### src/rtl/core/srs_pkg.sv
// Package for the spectrometer readout sequencer: sequence phase type,
// field widths and default sequence lengths.
// No dependencies.
package srs_pkg;

   localparam int CHANNELS_DEFAULT      = 288;
   localparam int SETTLE_CLOCKS_DEFAULT = 85;
   localparam int TAIL_CLOCKS_DEFAULT   = 7;
   localparam int SAMPLE_BITS_DEFAULT   = 16;

   localparam int PERIOD_BITS        = 20;
   localparam int INTEG_BITS         = 20;
   localparam int SAMPLE_FIELD_BITS  = 16;
   localparam int CHANNEL_INDEX_BITS = 9;
   localparam int CSR_ADDR_BITS      = 3;
   localparam int CSR_DATA_BITS      = 32;

   // Register word indexes on the configuration port.
   localparam logic REG_INTEG_SETTING     = 1'b0;
   localparam logic REG_FLUSH_PASS_ENABLE = 1'b1;

   typedef enum logic [2:0] {
      PH_IDLE   = 3'd0,
      PH_START  = 3'd1,
      PH_INTEG  = 3'd2,
      PH_SETTLE = 3'd3,
      PH_READ   = 3'd4,
      PH_TAIL   = 3'd5,
      PH_FINAL  = 3'd6
   } phase_type;

endpackage

### src/rtl/core/spectrometer_readout_sequencer.sv
// Readout sequencer for a linear spectral sensor: one request per half clock
// tick, one response per request. Depends on srs_pkg.
//
//   channel  direction  handshake              payload
//   req      in         req_tvalid/req_tready  tdata: start_request, video_sample
//   rsp      out        rsp_tvalid/rsp_tready  tdata: levels, sample, busy;
//                                              tlast: last_sample; tuser: final_pass
//   csr      in/out     APB, pready tied high  integration setting, flush_pass_enable
//
// For each request the phase counters and the response are computed from the state
// registers and the request in one pass and registered together.
// A new request is taken every cycle while the response register is empty or
// being drained; a stalled response holds off further requests.
// Reset is synchronous and returns the sequencer to idle with both lines low.
module spectrometer_readout_sequencer
   import srs_pkg::*;
#(
   parameter int CHANNELS      = CHANNELS_DEFAULT,
   parameter int SETTLE_CLOCKS = SETTLE_CLOCKS_DEFAULT,
   parameter int TAIL_CLOCKS   = TAIL_CLOCKS_DEFAULT,
   parameter int SAMPLE_BITS   = SAMPLE_BITS_DEFAULT
) (
   input  logic                     clock,
   input  logic                     reset,
   input  logic                     req_tvalid,
   output logic                     req_tready,
   // [0] start_request, [16:1] video_sample, [23:17] zero
   input  logic [23:0]              req_tdata,
   output logic                     rsp_tvalid,
   input  logic                     rsp_tready,
   // [0] clock_level, [1] start_level, [2] sample_valid, [18:3] sample_value,
   // [27:19] channel_index, [28] busy_res, [31:29] zero
   output logic [31:0]              rsp_tdata,
   output logic                     rsp_tlast,
   // [0] final_pass
   output logic                     rsp_tuser,
   input  logic                     csr_psel,
   input  logic                     csr_penable,
   input  logic                     csr_pwrite,
   input  logic [CSR_ADDR_BITS-1:0] csr_paddr,
   input  logic [CSR_DATA_BITS-1:0] csr_pwdata,
   output logic [CSR_DATA_BITS-1:0] csr_prdata,
   output logic                     csr_pready
);

   localparam int CC_BITS = $clog2(CHANNELS + 1);
   localparam logic [SAMPLE_FIELD_BITS-1:0] SAMPLE_MASK =
      SAMPLE_FIELD_BITS'((33'd1 << SAMPLE_BITS) - 33'd1);
   localparam logic [PERIOD_BITS-1:0] SETTLE_COUNT = PERIOD_BITS'(SETTLE_CLOCKS);
   localparam logic [PERIOD_BITS-1:0] READ_COUNT   = PERIOD_BITS'(CHANNELS + 1);
   localparam logic [PERIOD_BITS-1:0] TAIL_COUNT   = PERIOD_BITS'(TAIL_CLOCKS);
   localparam logic [CC_BITS-1:0]     CC_END       = CC_BITS'(CHANNELS);
   localparam logic [CC_BITS-1:0]     CC_LAST      = CC_BITS'(CHANNELS - 1);

   // Configuration registers.
   logic [INTEG_BITS-1:0] integ_setting_ff;
   logic                  flush_pass_enable_ff;

   // Sequencer state.
   phase_type             phase_ff, phase_in;
   logic [PERIOD_BITS-1:0] period_count_ff, period_count_in;
   logic                  half_period_ff, half_period_in;
   logic [CC_BITS-1:0]    channel_count_ff, channel_count_in;
   logic                  pass_flag_ff, pass_flag_in;
   logic                  clock_out_ff, clock_out_in;
   logic                  start_out_ff, start_out_in;

   // Response register.
   logic                          rsp_valid_ff;
   logic                          sample_valid_ff, sample_valid_in;
   logic [SAMPLE_FIELD_BITS-1:0]  sample_value_ff, sample_value_in;
   logic [CHANNEL_INDEX_BITS-1:0] channel_index_ff, channel_index_in;
   logic                          last_sample_ff, last_sample_in;
   logic                          final_pass_ff, final_pass_in;
   logic                          busy_ff, busy_in;

   logic                          start_request;
   logic [SAMPLE_FIELD_BITS-1:0]  video_sample;
   logic                          req_fire;
   logic                          csr_write;
   logic [PERIOD_BITS-1:0]        integ_periods;
   logic [PERIOD_BITS-1:0]        period_dec;

   assign start_request = req_tdata[0];
   assign video_sample  = req_tdata[SAMPLE_FIELD_BITS:1];
   assign req_tready    = !rsp_valid_ff || rsp_tready;
   assign req_fire      = req_tvalid && req_tready;

   assign csr_pready = 1'b1;
   assign csr_write  = csr_psel && csr_penable && csr_pwrite && csr_pready;

   always_comb begin
      unique case (csr_paddr[2])
         REG_INTEG_SETTING:     csr_prdata = CSR_DATA_BITS'(integ_setting_ff);
         REG_FLUSH_PASS_ENABLE: csr_prdata = CSR_DATA_BITS'(flush_pass_enable_ff);
         default:               csr_prdata = '0;
      endcase
   end

   always_ff @(posedge clock) begin
      if (reset) begin
         integ_setting_ff     <= '0;
         flush_pass_enable_ff <= 1'b1;
      end else if (csr_write) begin
         unique case (csr_paddr[2])
            REG_INTEG_SETTING:     integ_setting_ff     <= csr_pwdata[INTEG_BITS-1:0];
            REG_FLUSH_PASS_ENABLE: flush_pass_enable_ff <= csr_pwdata[0];
            default: ;
         endcase
      end
   end

   assign integ_periods = PERIOD_BITS'(integ_setting_ff >> 1);

   always_comb begin
      phase_in         = phase_ff;
      period_count_in  = period_count_ff;
      half_period_in   = half_period_ff;
      channel_count_in = channel_count_ff;
      pass_flag_in     = pass_flag_ff;
      clock_out_in     = clock_out_ff;
      start_out_in     = start_out_ff;
      busy_in          = 1'b1;
      sample_valid_in  = 1'b0;
      sample_value_in  = '0;
      channel_index_in = '0;
      last_sample_in   = 1'b0;
      final_pass_in    = 1'b0;
      period_dec       = '0;

      // A start request taken while idle makes this tick the first of the start phase.
      if (phase_ff == PH_IDLE) begin
         if (start_request) begin
            pass_flag_in     = !flush_pass_enable_ff;
            phase_in         = PH_START;
            period_count_in  = '0;
            half_period_in   = 1'b0;
            channel_count_in = '0;
         end else begin
            busy_in = 1'b0;
         end
      end

      unique case (phase_in)
         PH_IDLE: ;
         PH_START: begin
            clock_out_in = (period_count_in == PERIOD_BITS'(1));
            start_out_in = (period_count_in == PERIOD_BITS'(2)) ? 1'b1 : start_out_ff;
            if (period_count_in >= PERIOD_BITS'(2)) begin
               half_period_in = 1'b0;
               if (pass_flag_in && integ_periods != '0) begin
                  phase_in        = PH_INTEG;
                  period_count_in = integ_periods;
               end else begin
                  phase_in        = PH_SETTLE;
                  period_count_in = SETTLE_COUNT;
               end
            end else begin
               period_count_in = period_count_in + PERIOD_BITS'(1);
            end
         end
         PH_INTEG, PH_SETTLE, PH_READ, PH_TAIL: begin
            clock_out_in = !half_period_in;
            start_out_in = (phase_in == PH_INTEG) || (phase_in == PH_TAIL);
            // Channels are captured on the low half, before the rising edge.
            if (phase_in == PH_READ && half_period_in && channel_count_in < CC_END) begin
               sample_valid_in  = 1'b1;
               sample_value_in  = video_sample & SAMPLE_MASK;
               channel_index_in = CHANNEL_INDEX_BITS'(channel_count_in);
               last_sample_in   = (channel_count_in == CC_LAST);
               final_pass_in    = pass_flag_in;
               channel_count_in = channel_count_in + CC_BITS'(1);
            end
            if (half_period_in) begin
               period_dec = (period_count_in != '0) ? period_count_in - PERIOD_BITS'(1)
                                                    : period_count_in;
               period_count_in = period_dec;
               if (period_dec == '0) begin
                  unique case (phase_in)
                     PH_INTEG: begin
                        phase_in        = PH_SETTLE;
                        period_count_in = SETTLE_COUNT;
                     end
                     PH_SETTLE: begin
                        phase_in         = PH_READ;
                        period_count_in  = READ_COUNT;
                        channel_count_in = '0;
                     end
                     PH_READ: begin
                        phase_in        = PH_TAIL;
                        period_count_in = TAIL_COUNT;
                     end
                     default: phase_in = PH_FINAL;
                  endcase
               end
            end
            half_period_in = !half_period_in;
         end
         PH_FINAL: begin
            clock_out_in = 1'b1;
            start_out_in = 1'b1;
            // After the flush pass the integrating pass follows at once.
            if (!pass_flag_in) begin
               pass_flag_in     = 1'b1;
               phase_in         = PH_START;
               period_count_in  = '0;
               half_period_in   = 1'b0;
               channel_count_in = '0;
            end else begin
               phase_in = PH_IDLE;
            end
         end
         default: phase_in = PH_IDLE;
      endcase
   end

   always_ff @(posedge clock) begin
      if (reset) begin
         phase_ff         <= PH_IDLE;
         period_count_ff  <= '0;
         half_period_ff   <= 1'b0;
         channel_count_ff <= '0;
         pass_flag_ff     <= 1'b0;
         clock_out_ff     <= 1'b0;
         start_out_ff     <= 1'b0;
         rsp_valid_ff     <= 1'b0;
      end else if (req_fire) begin
         phase_ff         <= phase_in;
         period_count_ff  <= period_count_in;
         half_period_ff   <= half_period_in;
         channel_count_ff <= channel_count_in;
         pass_flag_ff     <= pass_flag_in;
         clock_out_ff     <= clock_out_in;
         start_out_ff     <= start_out_in;
         rsp_valid_ff     <= 1'b1;
      end else if (rsp_tready) begin
         rsp_valid_ff <= 1'b0;
      end
   end

   always_ff @(posedge clock) begin
      if (req_fire) begin
         sample_valid_ff  <= sample_valid_in;
         sample_value_ff  <= sample_value_in;
         channel_index_ff <= channel_index_in;
         last_sample_ff   <= last_sample_in;
         final_pass_ff    <= final_pass_in;
         busy_ff          <= busy_in;
      end
   end

   assign rsp_tvalid = rsp_valid_ff;
   assign rsp_tdata  = {3'b000, busy_ff, channel_index_ff, sample_value_ff,
                        sample_valid_ff, start_out_ff, clock_out_ff};
   assign rsp_tlast  = last_sample_ff;
   assign rsp_tuser  = final_pass_ff;

endmodule
### config.mk
export PLATFORM = sky130hd
export DESIGN_NAME = spectrometer_readout_sequencer
export DESIGN_NICKNAME = d
export VERILOG_FILES = /design/src/rtl/core/srs_pkg.sv /design/src/rtl/core/spectrometer_readout_sequencer.sv
export SDC_FILE = /design/constraint.sdc
export NUM_CORES = 1
export LEC_CHECK = 0
export BUFFER_PORTS_ARGS = -buffer_cell sky130_fd_sc_hd__buf_4
export CAP_MARGIN = 20
export CORE_MARGIN = 1
export CORE_UTILIZATION = 49
export CTS_BUF_LIST = sky130_fd_sc_hd__clkbuf_16
export DETAILED_ROUTE_END_ITERATION = 7
export GPL_ROUTABILITY_DRIVEN = 0
export PLACE_DENSITY = 0.89
export SLEW_MARGIN = 20
export SYNTH_ARGS = -nofsm -noshare
export SYNTH_HDL_FRONTEND = slang
export SYNTH_SLANG_ARGS = --single-unit
### constraint.sdc
create_clock -name clock -period 3.7 [get_ports clock]
set_input_delay 0.555 -clock clock [delete_from_list [all_inputs] [get_ports clock]]
set_output_delay 0.555 -clock clock [all_outputs]
set_load 0.05 [all_outputs]
==> summary.txt <==
Iter 0 DRT Violations: 658
Pin count of the biggest net entering global routing: 59
Finished Core Util: 60.5%
Worst slew pin tran: 1.08 ns
Clock Latency Late Sink: 0.34 ns
Pleak: 2.39 nW
FMAX: 300 MHz
Commonest cells after routing, fill and taps aside: buf_4 (113), nand2_1 (99), a21oi_1 (64)
Post-route antenna net violation count: 0
Reg2Reg Capture Point: channel_count_ff[8]
Met2 Use GR: 41.8%
Starting Density: 50.9%
Count of final hold-check violations: 0
CP peak stage delay: 0.62 ns
Register bit total from synthesis: 87
First-pass GRT wire length: 23900 µm
Vias in the first global route: 4989
CTS sink cnt: 87
Worst path bufs/invs: 1
Diodes inserted: 0
RSZ-0062 raised after global routing: false
Tmin final: 3.33 ns
DPL Wire Length: 9960 µm
WP data required: 3.90 ns
Die width: 106 µm
Final worst-path cycle share: 90.0%
Drt wl/cell: 16.8 µm
Cell Area, Placed: 6030 µm²
Worst Hold End: integ_setting_ff[9]
Critical Path Sink Type: flip-flop
Met1 Use GR: 33.3%
Critical path class: flip-flop to flip-flop
Vias per std cell: 6.27
Reg2Reg Depth: 10
Hold path startpoint: csr_pwdata[9]
Htree depth: 3
I/O pins: 135
Grt total ovfl: 0
Post-Syn Instances: 663
Design area: 6300 µm²
Area grow syn2layout: 18.9%
Crit path max fanout: 8
Final setup viols: 0
Max VDD drop: 0.229 mV
R2R Setup Slk: 0.37 ns
CTS tree: done
Wirelength, routed: 14700 µm
Clk slew on worst S/H paths: 0.06 ns
Hold crit path type: input pin to flip-flop
Post-CTS Hold Buffers: 0
Initial antenna violation count: 0
Routed vias: 5477
Max-cap violations: 0
DR pass1 iterations: 7
Ys async rst share: 0%
Cell area after synthesis: 5300 µm²
Pwr/cell area: 414 nW/µm²
Die Y: 106 µm
CP Cell Sequence: or4b_1, and2_1, inv_1, ha_1, and3_1, o22ai_1, nor4_2, o21ai_1, o31ai_1, a21oi_1
CTS Buffer Depth: 2
Slowest CP cell: or4b_1
Commonest non-fill, non-tap cell in the layout: buf_4
Busiest layer in global routing: met2
Met3 Use GR: 5.46%
Sequential area share after synthesis: 38.3%
Post-Syn Area per Cell: 7.99 µm²
TNS Setup: 0 ns
Number of cell rows: 37
Die ar.: 11200 µm²
Setup Fix Bufs, Post-CTS: 0
Post-cts resize count: 0
Startpoint types: flip-flop
Final hold slack: 0.461 ns
Synthesis Warnings: 0
Slew headroom: 27.9%
Main flop type after synthesis: dfxtp_1
EDFF count, synth: 29
CORE AREA: 10400 µm²
Hold depth: 3
GRT Total Usage: 26.1%
Max-slew violation count: 0
FF-to-FF Start: phase_ff[2]
Share of cells above drive strength 1: 19.5%
CTS root buffer: clkbuf_16
Residual DRC: 0
Unique masters post-synth: 69
Setup Skew: 0.0113 ns
Status: finished, final reports clean
Port bufs: 97
Total CTS buffers: 9
Delay-heaviest family, CP: simple AND/OR/NAND/NOR gates
Final net count: 803
CP arrival: 3.53 ns
how the worst max path moves through the flow:
stage                             from             endpoint  slack, ns  depth (start not counted)
final                      phase_ff[2]  channel_count_ff[8]       0.37                         10
after global routing       phase_ff[2]   period_count_ff[1]       0.25                         10
after CTS                  phase_ff[2]  channel_count_ff[8]       0.47                         10
after detailed placement  req_tdata[0]  channel_count_ff[8]       0.17                         11
after global placement    req_tdata[0]  period_count_ff[10]       0.27                         11
after floorplan            phase_ff[0]   period_count_ff[1]       0.12                         15
synthesized netlist by cell type (3+ instances only):
cell type	count	area [µm²]
a22oi_1	5	37.5
clkbuf_1	39	146
or4_1	8	60.1
nor4_1	8	50.1
a311oi_1	5	43.8
nand2_1	99	372
a21oi_1	64	320
o21a_1	3	22.5
nor2b_1	20	125
nand4_1	7	43.8
inv_1	8	30.0
or3_1	8	50.1
buf_4	20	150
o2bb2ai_1	3	26.3
a221oi_1	4	35.0
edfxtp_1	29	871
a31oi_1	10	62.6
a211oi_1	6	45.0
buf_1	4	15.0
nand3_1	21	105
o21ai_0	40	200
o31ai_1	5	37.5
xnor2_1	3	26.3
a32o_1	3	30.0
and2_1	34	213
nor3_1	15	75.1
mux2i_1	5	50.1
buf_2	4	20.0
a32oi_1	4	35.0
and3_1	7	43.8
ha_1	5	62.6
o211ai_1	5	37.5
o221ai_1	6	52.6
nor2_1	45	169
o22ai_1	5	31.3
nand2b_1	5	31.3
dfxtp_1	58	1160
state kept, by name, indices dropped and copies added (netlist names), 3 cells and up:
| name | cells |
|---|---|
| integ_setting_ff | 20 |
| phase_ff | 3 |
| sample_value_ff | 16 |
| channel_count_ff | 9 |
| period_count_ff | 20 |
| channel_index_ff | 9 |
metrics by stage:
step / power, mW / instances / worst slack [ns]
after floorplan: 1.58 / 677 / 0.119
after global placement: 1.73 / 857 / 0.273
after detailed placement: 1.75 / 857 / 0.166
after CTS: 2.59 / 873 / 0.468
after global routing: 2.70 / 873 / 0.249
final: 2.61 / 873 / 0.369
worst reg2reg max path: stages, from the launching register on:
cell and delay, ns:
dfxtp_1 0.31, or4b_1 0.62, and2_1 0.26, inv_1 0.11, ha_1 0.34, and3_1 0.32, o22ai_1 0.18, nor4_2 0.42
o21ai_1 0.26, o31ai_1 0.29, a21oi_1 0.09
kinds of logic after synthesis:
kind of cell,after synthesis,share of synthesized area [%]
simple gates,290,27.7
compound gates,190,23.0
flops,87,38.3
buf+inv,77,7.25
mux,8,1.63
fa+ha+maj,5,1.18
xor+xnor,4,0.661
other cells,2,0.142
per-layer routing:
layer	part of all wire, %	up-vias
met3	11	77
met1	40	2451
met2	45	424
li1	-	2525
met5	0	-
met4	3.6	0
cell type report:
class | instances | area, µm²
Fill cell | 877 | 4110
Multi-Input combinational cell | 513 | 2950
Sequential cell | 87 | 2030
Timing Repair Buffer | 113 | 848
Clock buffer | 9 | 225
Tap cell | 136 | 170
Clock inverter | 7 | 48.8
Inverter | 8 | 30.0
report_power, final:
group	leakage, nW	internal (mW)	switching [mW]
combinational	1.50	0.227	0.474
sequential	0.762	1.02	0.0374
clock	0.129	0.455	0.394
No activity file was read; power rests on OpenSTA's default activity.
